--- config.mk ---
export PLATFORM = sky130hd
export DESIGN_NAME = dirty_tile_rect_tracker
export DESIGN_NICKNAME = d
export VERILOG_FILES = /design/src/dtrt_pkg.sv /design/src/dtrt_ram.sv /design/src/dirty_tile_rect_tracker.sv
export SDC_FILE = /design/constraint.sdc
export NUM_CORES = 1
export LEC_CHECK = 0
export BUFFER_PORTS_ARGS = -buffer_cell sky130_fd_sc_hd__buf_2
export CORE_MARGIN = 5
export CORE_UTILIZATION = 60
export DETAILED_ROUTE_END_ITERATION = 16
export GPL_TIMING_DRIVEN = 0
export HOLD_SLACK_MARGIN = 0.15
export PLACE_DENSITY = 0.77
export SYNTH_ARGS = -nofsm -noshare
export SYNTH_HDL_FRONTEND = slang
export SYNTH_SLANG_ARGS = --single-unit
--- constraint.sdc ---
create_clock -name clk -period 7 [get_ports clk]
set_clock_uncertainty 0.2 [all_clocks]
set_input_delay 0.35 -clock clk [delete_from_list [all_inputs] [get_ports clk]]
set_output_delay 0.35 -clock clk [all_outputs]
set_load 0.05 [all_outputs]
--- src/dtrt_pkg.sv ---
// Shared types and constants of the dirty tile rectangle tracker.
// Depends on nothing; used by the top level and the port checker.
package dtrt_pkg;

  // Fixed widths of the transaction fields
  localparam int COORD_W    = 12;
  localparam int MATH_W     = 14;
  localparam int RECT_X_W   = 9;
  localparam int RECT_Y_W   = 8;
  localparam int RECT_W_W   = 9;
  localparam int RECT_H_W   = 8;
  localparam int IN_DATA_W  = 48;
  localparam int OUT_FLD_W  = RECT_X_W + RECT_Y_W + RECT_W_W + RECT_H_W;
  localparam int OUT_DATA_W = 40;

  // Function codes carried in in_tuser
  localparam logic FUNC_MARK  = 1'b0;
  localparam logic FUNC_FETCH = 1'b1;

  typedef enum logic [3:0] {
    ST_IDLE,
    ST_MCLIP,
    ST_MWALK,
    ST_FSTART,
    ST_FSCAN,
    ST_FROW,
    ST_FRUN,
    ST_FCALC,
    ST_FGEOM,
    ST_FEXT,
    ST_FFIN
  } dtrt_state_t;

endpackage

--- src/dtrt_ram.sv ---
// Generic simple dual-port RAM: one write port, one read port, registered read.
// No dependencies.
module dtrt_ram #(
  parameter int WIDTH = 20,
  parameter int DEPTH = 15
) (
  input  logic                                   clk,
  input  logic                                   we,
  input  logic [(DEPTH > 1 ? $clog2(DEPTH) : 1)-1:0] waddr,
  input  logic [WIDTH-1:0]                       wdata,
  input  logic                                   re,
  input  logic [(DEPTH > 1 ? $clog2(DEPTH) : 1)-1:0] raddr,
  output logic [WIDTH-1:0]                       rdata
);

  logic [WIDTH-1:0] mem [DEPTH];

  // Write and registered read
  always_ff @(posedge clk) begin
    if (we) begin
      mem[waddr] <= wdata;
    end
    if (re) begin
      rdata <= mem[raddr];
    end
  end

endmodule

--- src/dirty_tile_rect_tracker.sv ---
// Top level of the dirty tile rectangle tracker: sequencer, two tile-row banks.
// Depends on dtrt_pkg and dtrt_ram.
//
// Channel  Dir  Signals                         Contents
// in_      in   tvalid tready tdata tuser       mark rectangle or fetch request
// out_     out  tvalid tready tdata tuser tlast update rectangle, found, last
// cfg_     in   we wdata                        enabled
//
// A mark walks the tile rows, one tile row per cycle through the dirty bank's read
// port, and ends without a walk when it clips away. An enabled fetch scans for the
// lowest pending row, takes its lowest run of tiles and reads the rows below it for
// merging. Reset is synchronous and clears the per-row nonzero flags. A result
// waits in the output register while the next transaction is taken; a second fetch
// result stalls until that register is free.
module dirty_tile_rect_tracker #(
  parameter int TILE_SIZE     = 16,
  parameter int CANVAS_WIDTH  = 320,
  parameter int CANVAS_HEIGHT = 240
) (
  input  logic                           clk,
  input  logic                           rst_n,
  input  logic                           cfg_we,
  input  logic                           cfg_wdata,
  input  logic                           in_tvalid,
  output logic                           in_tready,
  // mark_x [11:0], mark_y [23:12], mark_w [35:24], mark_h [47:36]
  input  logic [dtrt_pkg::IN_DATA_W-1:0] in_tdata,
  // func [0]
  input  logic [0:0]                     in_tuser,
  output logic                           out_tvalid,
  input  logic                           out_tready,
  // rect_x [8:0], rect_y [16:9], rect_w [25:17], rect_h [33:26], zero [39:34]
  output logic [dtrt_pkg::OUT_DATA_W-1:0] out_tdata,
  // found [0]
  output logic [0:0]                     out_tuser,
  output logic                           out_tlast
);

  localparam int TILES_X = (CANVAS_WIDTH + TILE_SIZE - 1) / TILE_SIZE;
  localparam int TILES_Y = (CANVAS_HEIGHT + TILE_SIZE - 1) / TILE_SIZE;
  localparam int RA      = (TILES_Y > 1) ? $clog2(TILES_Y) : 1;
  localparam int RC      = $clog2(TILES_Y + 1);
  localparam int CA      = $clog2(TILES_X + 1);
  localparam int PMAX    = 2 * ((CANVAS_WIDTH > CANVAS_HEIGHT) ? CANVAS_WIDTH
                                                               : CANVAS_HEIGHT)
                           + 2 * TILE_SIZE;
  localparam int PW      = $clog2(PMAX + 1);
  localparam int MW      = dtrt_pkg::MATH_W;
  localparam int CW_     = dtrt_pkg::COORD_W;

  localparam int RECT_X = dtrt_pkg::RECT_X_W;
  localparam int RECT_Y = dtrt_pkg::RECT_Y_W;
  localparam int RECT_W = dtrt_pkg::RECT_W_W;
  localparam int RECT_H = dtrt_pkg::RECT_H_W;

  localparam logic signed [MW-1:0] ONE_S   = MW'(1);
  localparam logic signed [MW-1:0] CWM1_S  = MW'(CANVAS_WIDTH - 1);
  localparam logic signed [MW-1:0] CHM1_S  = MW'(CANVAS_HEIGHT - 1);
  localparam logic signed [MW-1:0] TSM1_S  = MW'(TILE_SIZE - 1);
  localparam logic [PW-1:0]        CW_P    = PW'(CANVAS_WIDTH);
  localparam logic [PW-1:0]        CH_P    = PW'(CANVAS_HEIGHT);
  localparam logic [PW-1:0]        TS_P    = PW'(TILE_SIZE);
  localparam logic [RC-1:0]        TY_C    = RC'(TILES_Y);

  dtrt_pkg::dtrt_state_t state_r, state_nxt;

  logic                      enabled_r;
  logic                      psel_r, psel_nxt;
  logic [TILES_Y-1:0]        nz_r [2];
  logic [TILES_Y-1:0]        nz_nxt [2];

  // Captured request
  logic signed [CW_-1:0]     mx_r, my_r, mw_r, mh_r;

  // Mark datapath
  logic signed [MW-1:0]      xc_r, x1c_r, yc_r, y1c_r;
  logic signed [MW-1:0]      xc_nxt, x1c_nxt, yc_nxt, y1c_nxt;
  logic [RC-1:0]             mrow_r, mrow_nxt;
  logic [RA-1:0]             mrow_d_r, mrow_d_nxt;
  logic                      mdv_r, mdv_nxt;
  logic [TILES_X-1:0]        col_mask;

  // Fetch datapath
  logic [RA-1:0]             scan_r, scan_nxt;
  logic [RA-1:0]             row_r, row_nxt;
  logic [TILES_X-1:0]        v_r, v_nxt;
  logic [TILES_X-1:0]        run_r, run_nxt;
  logic [CA-1:0]             s_r, s_nxt, e_r, e_nxt;
  logic [PW-1:0]             x0_r, x0_nxt, w_r, w_nxt, cmp_r, cmp_nxt, h_r, h_nxt;
  logic [RC-1:0]             ext_r, ext_nxt;
  logic                      found_r, found_nxt;

  // Output register
  logic                      out_valid_r, out_valid_nxt;
  logic [dtrt_pkg::OUT_DATA_W-1:0] out_data_r, out_data_nxt;
  logic                      out_found_r, out_found_nxt;
  logic                      out_last_r, out_last_nxt;

  // Memory access
  logic                      mem_bank;
  logic                      mem_re, mem_we;
  logic [RA-1:0]             mem_raddr, mem_waddr;
  logic [TILES_X-1:0]        mem_wdata;
  logic                      rd_bank_r;
  logic [TILES_X-1:0]        rdata0, rdata1, rdata;

  assign in_tready  = (state_r == dtrt_pkg::ST_IDLE);
  assign out_tvalid = out_valid_r;
  assign out_tdata  = out_data_r;
  assign out_tuser  = out_found_r;
  assign out_tlast  = out_last_r;

  // Bank RAMs: pending and dirty swap roles through psel_r
  dtrt_ram #(.WIDTH(TILES_X), .DEPTH(TILES_Y)) u_bank0 (
    .clk   (clk),
    .we    (mem_we && !mem_bank),
    .waddr (mem_waddr),
    .wdata (mem_wdata),
    .re    (mem_re && !mem_bank),
    .raddr (mem_raddr),
    .rdata (rdata0)
  );

  dtrt_ram #(.WIDTH(TILES_X), .DEPTH(TILES_Y)) u_bank1 (
    .clk   (clk),
    .we    (mem_we && mem_bank),
    .waddr (mem_waddr),
    .wdata (mem_wdata),
    .re    (mem_re && mem_bank),
    .raddr (mem_raddr),
    .rdata (rdata1)
  );

  assign rdata = rd_bank_r ? rdata1 : rdata0;

  // Tile columns covered by the clipped mark
  always_comb begin
    logic signed [MW-1:0] lane_lo;
    for (int i = 0; i < TILES_X; i++) begin
      lane_lo     = MW'(i * TILE_SIZE);
      col_mask[i] = (lane_lo <= x1c_r) && ((lane_lo + TSM1_S) >= xc_r);
    end
  end

  // Sequencer: next state, memory requests and datapath updates
  always_comb begin
    logic signed [MW-1:0]  mx_e, my_e, mw_e, mh_e, x1, y1, xcl, ycl, x1cl, y1cl;
    logic signed [MW-1:0]  mrow_lo;
    logic                  mrow_cov;
    logic                  mark_ok;
    logic [TILES_X-1:0]    row_v;
    logic                  bank_n;
    logic [TILES_X-1:0]    s_oh;
    logic [TILES_X:0]      run_x, e_oh;
    logic [PW-1:0]         xe, y0, hc, w_c;
    logic [RC-1:0]         next_row;
    logic                  whole, fits;
    logic                  out_free;

    state_nxt     = state_r;
    psel_nxt      = psel_r;
    xc_nxt        = xc_r;
    x1c_nxt       = x1c_r;
    yc_nxt        = yc_r;
    y1c_nxt       = y1c_r;
    mrow_nxt      = mrow_r;
    mrow_d_nxt    = mrow_d_r;
    mdv_nxt       = 1'b0;
    scan_nxt      = scan_r;
    row_nxt       = row_r;
    v_nxt         = v_r;
    run_nxt       = run_r;
    s_nxt         = s_r;
    e_nxt         = e_r;
    x0_nxt        = x0_r;
    w_nxt         = w_r;
    cmp_nxt       = cmp_r;
    h_nxt         = h_r;
    ext_nxt       = ext_r;
    found_nxt     = found_r;
    mem_bank      = psel_r;
    mem_re        = 1'b0;
    mem_raddr     = '0;
    mem_we        = 1'b0;
    mem_waddr     = '0;
    mem_wdata     = '0;
    out_free      = !out_valid_r || out_tready;
    out_valid_nxt = out_valid_r && !out_tready;
    out_data_nxt  = out_data_r;
    out_found_nxt = out_found_r;
    out_last_nxt  = out_last_r;

    // Clip the mark rectangle to the canvas
    mx_e  = MW'(mx_r);
    my_e  = MW'(my_r);
    mw_e  = MW'(mw_r);
    mh_e  = MW'(mh_r);
    x1    = mx_e + mw_e - ONE_S;
    y1    = my_e + mh_e - ONE_S;
    xcl   = (mx_e < 0) ? '0 : mx_e;
    ycl   = (my_e < 0) ? '0 : my_e;
    x1cl  = (x1 > CWM1_S) ? CWM1_S : x1;
    y1cl  = (y1 > CHM1_S) ? CHM1_S : y1;
    mark_ok = (mw_e > 0) && (mh_e > 0) && (xcl <= x1cl) && (ycl <= y1cl);

    // Row coverage for the mark walk
    mrow_lo  = MW'(mrow_r * TILE_SIZE);
    mrow_cov = (mrow_lo <= y1c_r) && ((mrow_lo + TSM1_S) >= yc_r);

    // Run edges of the first pending row
    s_oh  = run_r & ~(run_r << 1);
    run_x = {1'b0, run_r};
    e_oh  = (run_x << 1) & ~run_x;

    // Pixel geometry
    xe       = PW'(e_r * TILE_SIZE);
    w_c      = (xe > CW_P) ? (CW_P - PW'(s_r * TILE_SIZE))
                           : (xe - PW'(s_r * TILE_SIZE));
    y0       = PW'(row_r * TILE_SIZE);
    hc       = ((y0 + h_r) > CH_P) ? (CH_P - y0) : h_r;
    next_row = ext_r + RC'(1);
    row_v    = '0;
    bank_n   = psel_r;
    whole    = 1'b0;
    fits     = 1'b0;

    unique case (state_r)
      dtrt_pkg::ST_IDLE: begin
        if (in_tvalid) begin
          state_nxt = (in_tuser[0] == dtrt_pkg::FUNC_FETCH) ? dtrt_pkg::ST_FSTART
                                                            : dtrt_pkg::ST_MCLIP;
        end
      end

      dtrt_pkg::ST_MCLIP: begin
        xc_nxt   = xcl;
        x1c_nxt  = x1cl;
        yc_nxt   = ycl;
        y1c_nxt  = y1cl;
        mrow_nxt = '0;
        state_nxt = mark_ok ? dtrt_pkg::ST_MWALK : dtrt_pkg::ST_IDLE;
      end

      dtrt_pkg::ST_MWALK: begin
        mem_bank = !psel_r;
        // Issue the read of the next covered row
        if (mrow_r < TY_C) begin
          mem_re     = mrow_cov;
          mem_raddr  = mrow_r[RA-1:0];
          mdv_nxt    = mrow_cov;
          mrow_d_nxt = mrow_r[RA-1:0];
          mrow_nxt   = mrow_r + RC'(1);
        end
        // Merge the covered columns into the row read last cycle
        if (mdv_r) begin
          row_v     = nz_r[!psel_r][mrow_d_r] ? rdata : '0;
          mem_we    = 1'b1;
          mem_waddr = mrow_d_r;
          mem_wdata = row_v | col_mask;
        end
        if ((mrow_r == TY_C) && !mdv_r) begin
          state_nxt = dtrt_pkg::ST_IDLE;
        end
      end

      dtrt_pkg::ST_FSTART: begin
        if (!enabled_r) begin
          state_nxt = dtrt_pkg::ST_IDLE;
        end else begin
          // Swap banks when the pending copy has run dry
          bank_n   = (~|nz_r[psel_r]) ? !psel_r : psel_r;
          psel_nxt = bank_n;
          scan_nxt = '0;
          if (~|nz_r[bank_n]) begin
            found_nxt = 1'b0;
            state_nxt = dtrt_pkg::ST_FFIN;
          end else begin
            found_nxt = 1'b1;
            state_nxt = dtrt_pkg::ST_FSCAN;
          end
        end
      end

      dtrt_pkg::ST_FSCAN: begin
        if (nz_r[psel_r][scan_r]) begin
          mem_re    = 1'b1;
          mem_raddr = scan_r;
          row_nxt   = scan_r;
          state_nxt = dtrt_pkg::ST_FROW;
        end else begin
          scan_nxt = scan_r + RA'(1);
        end
      end

      dtrt_pkg::ST_FROW: begin
        v_nxt     = rdata;
        state_nxt = dtrt_pkg::ST_FRUN;
      end

      dtrt_pkg::ST_FRUN: begin
        // Isolate the lowest run of set tiles
        run_nxt   = v_r & ~((v_r | (v_r - TILES_X'(1))) + TILES_X'(1));
        state_nxt = dtrt_pkg::ST_FCALC;
      end

      dtrt_pkg::ST_FCALC: begin
        s_nxt = '0;
        e_nxt = '0;
        for (int i = 0; i < TILES_X; i++) begin
          if (s_oh[i]) s_nxt = s_nxt | CA'(i);
        end
        for (int i = 0; i <= TILES_X; i++) begin
          if (e_oh[i]) e_nxt = e_nxt | CA'(i);
        end
        // Drop the run from its row
        mem_we    = 1'b1;
        mem_waddr = row_r;
        mem_wdata = v_r & ~run_r;
        state_nxt = dtrt_pkg::ST_FGEOM;
      end

      dtrt_pkg::ST_FGEOM: begin
        x0_nxt  = PW'(s_r * TILE_SIZE);
        w_nxt   = w_c;
        cmp_nxt = w_c << 1;
        h_nxt   = TS_P;
        ext_nxt = RC'(row_r) + RC'(1);
        if ((RC'(row_r) + RC'(1)) < TY_C) begin
          mem_re    = 1'b1;
          mem_raddr = RA'(RC'(row_r) + RC'(1));
          state_nxt = dtrt_pkg::ST_FEXT;
        end else begin
          state_nxt = dtrt_pkg::ST_FFIN;
        end
      end

      dtrt_pkg::ST_FEXT: begin
        row_v = nz_r[psel_r][ext_r[RA-1:0]] ? rdata : '0;
        whole = ((row_v & run_r) == run_r);
        fits  = (cmp_r <= CW_P);
        if (whole && fits) begin
          // Merge this row into the rectangle
          mem_we    = 1'b1;
          mem_waddr = ext_r[RA-1:0];
          mem_wdata = row_v & ~run_r;
          h_nxt     = h_r + TS_P;
          cmp_nxt   = cmp_r + w_r;
          if (next_row < TY_C) begin
            mem_re    = 1'b1;
            mem_raddr = next_row[RA-1:0];
            ext_nxt   = next_row;
          end else begin
            state_nxt = dtrt_pkg::ST_FFIN;
          end
        end else begin
          state_nxt = dtrt_pkg::ST_FFIN;
        end
      end

      dtrt_pkg::ST_FFIN: begin
        // Hand the result to the output register once it is free
        if (out_free) begin
          out_valid_nxt = 1'b1;
          out_found_nxt = found_r;
          if (found_r) begin
            out_data_nxt = dtrt_pkg::OUT_DATA_W'({RECT_H'(hc), RECT_W'(w_r),
                                                  RECT_Y'(y0), RECT_X'(x0_r)});
            out_last_nxt = ~|nz_r[psel_r];
          end else begin
            out_data_nxt = '0;
            out_last_nxt = 1'b1;
          end
          state_nxt = dtrt_pkg::ST_IDLE;
        end
      end

      default: begin
        state_nxt = dtrt_pkg::ST_IDLE;
      end
    endcase

    // Keep the per-row nonzero flags in step with every write
    nz_nxt[0] = nz_r[0];
    nz_nxt[1] = nz_r[1];
    if (mem_we) begin
      nz_nxt[mem_bank][mem_waddr] = |mem_wdata;
    end
  end

  // Control registers
  always_ff @(posedge clk) begin
    if (!rst_n) begin
      state_r     <= dtrt_pkg::ST_IDLE;
      enabled_r   <= 1'b0;
      psel_r      <= 1'b0;
      nz_r[0]     <= '0;
      nz_r[1]     <= '0;
      mdv_r       <= 1'b0;
      out_valid_r <= 1'b0;
    end else begin
      state_r     <= state_nxt;
      psel_r      <= psel_nxt;
      nz_r[0]     <= nz_nxt[0];
      nz_r[1]     <= nz_nxt[1];
      mdv_r       <= mdv_nxt;
      out_valid_r <= out_valid_nxt;
      if (cfg_we) begin
        enabled_r <= cfg_wdata;
      end
    end
  end

  // Payload registers
  always_ff @(posedge clk) begin
    if (in_tvalid && in_tready) begin
      mx_r   <= in_tdata[11:0];
      my_r   <= in_tdata[23:12];
      mw_r   <= in_tdata[35:24];
      mh_r   <= in_tdata[47:36];
    end
    if (mem_re) begin
      rd_bank_r <= mem_bank;
    end
    xc_r        <= xc_nxt;
    x1c_r       <= x1c_nxt;
    yc_r        <= yc_nxt;
    y1c_r       <= y1c_nxt;
    mrow_r      <= mrow_nxt;
    mrow_d_r    <= mrow_d_nxt;
    scan_r      <= scan_nxt;
    row_r       <= row_nxt;
    v_r         <= v_nxt;
    run_r       <= run_nxt;
    s_r         <= s_nxt;
    e_r         <= e_nxt;
    x0_r        <= x0_nxt;
    w_r         <= w_nxt;
    cmp_r       <= cmp_nxt;
    h_r         <= h_nxt;
    ext_r       <= ext_nxt;
    found_r     <= found_nxt;
    out_data_r  <= out_data_nxt;
    out_found_r <= out_found_nxt;
    out_last_r  <= out_last_nxt;
  end

endmodule

# After elaboration in Yosys (flattened, before gate mapping)
# Memory sizes are Yosys's and may differ from the RTL's. A register that Yosys moved wholly into a read port is not among the register bits.
# Cells that the tools add are included.
# W data, S select, Z words.
# totals
register_bits	257
mem_bits_rw	630
input_bits	55
output_inout_bits	44
word_cells	333
n_memories	3
# mem_list
memory	words	word_bits	read_ports	rd_clocked_by_memory_dff	write_ports	line_no	source
u_bank0.mem	15	20	1	1	1	dtrt_ram.sv:16	logic [WIDTH-1:0] mem [DEPTH];
u_bank1.mem	15	20	1	1	1	dtrt_ram.sv:16	
nz_r	2	15	5	1	2	dirty_tile_rect_tracker.sv:69	logic [TILES_Y-1:0] nz_r [2];
# classes
addsub	17
n_lt_le_gt_ge	63
n_eq_ne	22
muxes	115
bitwise	15
reduce_logical	61
# op_table
operator	count
$mux W4	36
$ge A9 B14 Y1 const A	8
$le A9 B14 Y1 const A	8
$and A20 B20 Y20	5
$mux W20	5
$not A20 Y20	3
$pmux W20 S3	1
$ge A10 B14 Y1 const A	4
$ge A8 B14 Y1 const A	4
$le A10 B14 Y1 const A	4
$le A8 B14 Y1 const A	4
$mux W14	4
$mux W15	3
$pmux W4 S11	1
$or A20 B20 Y20	2
$pmux W10 S2	2
$logic_and A1 B1 Y1	34
$bwmux W30	1
$mux W10	3
$mux W30	1
$reduce_or A15 Y1	2
$ge A7 B14 Y1 const A	2
$le A14 B14 Y1	2
$le A7 B14 Y1 const A	2
64 further kinds	152

# Longest topological paths before layout
# logic_depth
word_depth	20
depth_mapped	29
ltp_nobuf	28

# By module
# Synthesis repeated with hierarchy kept, for this count alone.
# hier_totals
hier_cells	2704
area_unflattened_um2	39864.5
# by_module_without_submodules
mod	instances	cells_per_inst	area_each_um2	seq_area_each_um2
dtrt_ram	2	568	12124.1	9609.2
dirty_tile_rect_tracker	1	1568	15616.2	6936.7

# Least setup slack after synthesis
# No wires, ideal clock.
# synth_path
path_kind	register to register
startpoint	register mh_r[1]
endpoint	register state_r[1]
setup_ps	74
arrival_time_ps	5188
required_ps	6726
setup_slack_ps	1538
stages_incl_launch_ff	30
path_buffers	1
synth_period_minus_slack_ps	5462
path_cell_list	edfxtp_1 > inv_1 > ha_1 > inv_1 > ha_1 > inv_1 > fa_1 > nor2b_1 > o21ai_0 > a21boi_0 > o21a_1 > o21ai_0 > a2111oi_0 > o21ai_0 > a22oi_1 > inv_1 > a41oi_1 > clkbuf_1 > nor2_1 > ha_1 > nor2b_1 > o21a_1 > o21a_1 > o21ai_0 > nand2b_1 > a21oi_1 > o211ai_1 > a221oi_1 > a31oi_1 > o21ai_0
# synth_between
elab_chain_len	8
elab_cells_between_ends	11
classes_between	add/sub (2); order compare (3); mux (3); reduce/logical (3)
# synth_lines
item	line_no	source
from (decl)	dirty_tile_rect_tracker.sv:73	logic signed [CW_-1:0] mx_r, my_r, mw_r, mh_r;
from (signal assigned)	dirty_tile_rect_tracker.sv:419	mh_r <= in_tdata[47:36];
$add A12 B12 Y13	dirty_tile_rect_tracker.sv:199	y1 = my_e + mh_e - ONE_S;
$sub A13 B2 Y14	dirty_tile_rect_tracker.sv:199	
$gt A14 B9 Y1	dirty_tile_rect_tracker.sv:203	y1cl = (y1 > CHM1_S) ? CHM1_S : y1;
$mux W14	dirty_tile_rect_tracker.sv:203	
$le A14 B14 Y1	dirty_tile_rect_tracker.sv:204	mark_ok = (mw_e > 0) && (mh_e > 0) && (xcl <= x1cl) && (ycl <= y1cl);
$logic_and A1 B1 Y1 (*)	dirty_tile_rect_tracker.sv:204	
$mux W2 (*)	dirty_tile_rect_tracker.sv:241	state_nxt = mark_ok ? dtrt_pkg::ST_MWALK : dtrt_pkg::ST_IDLE;
$pmux W4 S11 (*)	dirty_tile_rect_tracker.sv:227	unique case (state_r)
to (signal assigned)	dirty_tile_rect_tracker.sv:393	state_r <= dtrt_pkg::ST_IDLE;
to (signal assigned)	dirty_tile_rect_tracker.sv:401	state_r <= state_nxt;
to (decl)	dirty_tile_rect_tracker.sv:65	dtrt_pkg::dtrt_state_t state_r, state_nxt;
# Mark *: on every way between the ends. The rest lies on a longest branch, timed or not.
# A chain may end at the register's enable or synchronous reset.

# Final worst setup path
# layout_path
startpoint	register my_r[1]
endpoint	register state_r[1]
# layout_between
elab_chain_len	8
elab_cells_between_ends	10
classes_between	add/sub (2); order compare (3); mux (4); reduce/logical (1)
# layout_lines
item	line_no	source
from (decl)	dirty_tile_rect_tracker.sv:73	
from (signal assigned)	dirty_tile_rect_tracker.sv:417	my_r <= in_tdata[23:12];
$add A12 B12 Y13	dirty_tile_rect_tracker.sv:199	
$sub A13 B2 Y14	dirty_tile_rect_tracker.sv:199	
$gt A14 B9 Y1	dirty_tile_rect_tracker.sv:203	
$mux W14	dirty_tile_rect_tracker.sv:203	
$le A14 B14 Y1 (*)	dirty_tile_rect_tracker.sv:204	
$logic_and A1 B1 Y1 (*)	dirty_tile_rect_tracker.sv:204	
$mux W2 (*)	dirty_tile_rect_tracker.sv:241	
$pmux W4 S11 (*)	dirty_tile_rect_tracker.sv:227	
# Marks and branches as above.

==> metrics <==
share of Yosys cell area claimed by the top area cell type approximately 63%; worst slew pin tran 1.346 ns; multi-input combinational cell area between 10000 and 15000 µm²; row cnt between 90 and 100; synthesis warning total 0; global-route wire length before repair 171100 µm; Final Cell Area 46090 µm²; commonest register cell after synthesis edfxtp_1; vias in the first global route around 28000; Area contributors post-synth edfxtp_1 63%, nand2_1 4.6%, ha_1 3.1%, mux2i_1 2.5%, nand3_1 2.4%; CTS clock-pin slew for the worst setup and hold paths approximately 0.060 ns; Slew HR around a tenth; clock latency on the worst-skew pair around 0.65 ns; initial drt markers ~4400; most frequent cells in the layout 845 x edfxtp_1, 491 x nand2_1, 191 x nand3_1; total vias in the final route 28580; HP Class primary input to flip-flop; Max Cap Viol 0; core area around 66000 µm²; sequential share of the synthesized area 65.39%; Wirelength per Cell approximately 26 µm; Worst path slowest cell a2111oi_1; leading cell type in the layout, fill and taps excluded edfxtp_1; cell family with most CP delay compound AO/OA/AOI/OAI gates; remaining global-route overflow 0; CTS Buf Count slightly below 90; layout cells sized above 1 roughly an eighth; critical path fanouts, max 10; H-tree levels 3; worst slack, placed between 0.4 and 0.5 ns; sw frac 31.76%; setup repair bufs after CTS 0; critical path's largest stage delay ~0.52 ns; # fillers 4450; RePlAce Congestion around 1.0; CP endpoint kind flip-flop; Psw ~4.6 mW; cell count after synthesis ~3200; Register Area approximately 26000 µm²; Worst Path Buf+Inv 5; Final ANT Viol Nets 0; Comb pwr share between 20% and 30%; num ports between 90 and 100; Syn-to-layout area delta 15.24%; initial antenna violation count 7; startpoint types flip-flop; post-layout min period 6.399 ns; Distinct cells, synth between 90 and 100; total wire length about 120000 µm; Clock Power Share 31.5%; nets approximately 3700; DPL Wire Length around 82000 µm; Seq cells post-synth just under 900; Reg power frac a little over two fifths; Peak Freq between 0.15 and 0.2 GHz; root buffer cell clkbuf_16; maximum vdd ir drop ~0.00033 V; CTS tree built; Max Root-Sink Buffers 3; DRC Markers 0; gr usage total a little under a third; DRT Pass-1 Iters 6; status finished, final reports clean; synthesized area 40000 µm²; Initial Util 60.62%; WP data required approximately 7.4 ns; Setup violations, final 0; Post-Syn Area per Cell between 10 and 15 µm²; Worst EP arrival 6.76 ns; WS Path Type flip-flop to flip-flop; PnR worst setup slack 0.6006 ns; largest net degree at the start of global routing 47; critical path's most frequent cell o21ai_0; internal power around 10 mW; period utilization between 90% and 100%; Pwr per Cell Area ~320 nW/µm²; async set-reset flop share out of synthesis 0%; clk sinks 884; EDFF count, synth around 850; die area ~70000 µm²; via/cell ratio ~6.4; Final Hold Fails 0; post-synth top area cell edfxtp_1; P_leak 17.30 nW; Slew Limit Fails 0; die height 268.2 µm; RSZ-0062 raised after global routing no; die width roughly 270 µm; # port buffers 75; Post-DP Area 42750 µm²
[power groups by stage]
stage	registers, mW	clock network [mW]	logic, mW
floorplan	6.28	0	2.50
global placement	6.36	0	3.47
detailed placement	6.36	0	3.62
CTS	6.25	4.63	3.67
global route	6.27	4.86	4.11
finish	6.25	4.62	3.76
[synthesized netlist by cell type, drive strengths merged (11+ instances only)]
library cell and count:
nand4 14, mux4 22, dfxtp 39, clkbuf 85, nor4 30, a22oi 11
or3 33, xnor2 24, ha 98, edfxtp 845, nand3 192, a32o 17
mux2i 98, nand2b 25, nor2 178, o211ai 34, a21o 16, xor2 14
o21ai 110, nor2b 33, o22ai 45, and2 27, and3 14, or2 14
a21oi 171, buf 105, nand2 491, a31oi 21, a32oi 29, nor3 43
inv 189, o21a 21, nor3b 11
[cell families after synthesis]
logic type               count (synthesis)  synth area share, %
XOR/XNOR                                38               0.8321
multiplexers                           127                3.888
AO/OA/AOI/OAI                          568                9.315
adder cells (fa/ha/maj)                103                3.291
flip-flops                             884                65.39
AND/OR/NAND/NOR                       1130                13.04
buffers and inverters                  380                4.238
other                                    1             0.009375
[final timing paths]
kind,from,endpoint,slack (ns),depth (start not counted)
setup / recovery,my_r[1],state_r[1],0.60,29
hold / removal,in_tdata[30],mw_r[6],0.21,2
setup reg to reg,my_r[1],state_r[1],0.60,29
hold reg to reg,s_r[3],x0_r[7],0.26,0
[flip-flops by register name (all words and copies together) (netlist names), 5 cells and up, named ones only]
name,count
x0_r,5
mw_r,12
y1c_r,14
h_r,6
run_r,20
u_bank1.mem,300
v_r,20
cmp_r,6
nz_r,30
e_r,5
u_bank0.rdata,20
yc_r,11
x1c_r,10
my_r,12
u_bank1.rdata,20
s_r,5
out_tdata,18
u_bank0.mem,300
xc_r,7
w_r,6
mx_r,12
mh_r,12
[area by class of cell]
type / count / area share [%]
plain buffers: 190 / 2.131
clock buffers: 114 / 5.122
flip-flops and latches: 884 / 56.74
diodes: 2 / 0.01086
well taps: 864 / 2.345
repair buffers: 189 / 3.871
inverters: 190 / 1.547
multi-input cells: 1988 / 27.30
clock inverters: 42 / 0.9256
[per-stage QoR]
stage	hold WS, ns	setup TNS [ns]	utilization (%)	instances	power (mW)
floorplan	0.2264	0	-	3252	8.789
global placement	0.2657	-142.30	62.95	4191	9.824
detailed placement	0.2419	0	64.80	4251	9.976
CTS	0.1822	0	69.84	4461	14.55
global route	0.2065	0	69.85	4461	15.24
finish	0.2088	0	69.86	4463	14.63
[layer usage]
metal | share of wire, % | global-route usage, % | wire, µm
met1 | 38 | 44.68 | 44250
met2 | 45 | 48.92 | 51830
met3 | 13 | 7.956 | 15000
met4 | 3.9 | 11.25 | 4504
met5 | 0.011 | 0 | 13
[repair_timing]
action | in CTS | in global routing
gates resized for setup | 0 | 2
hold buffers | 54 | 0
endpoints found under the setup margin | 0 | 1
endpoints found under the hold margin | 79 | 0
No activity file was read; power rests on OpenSTA's default activity.
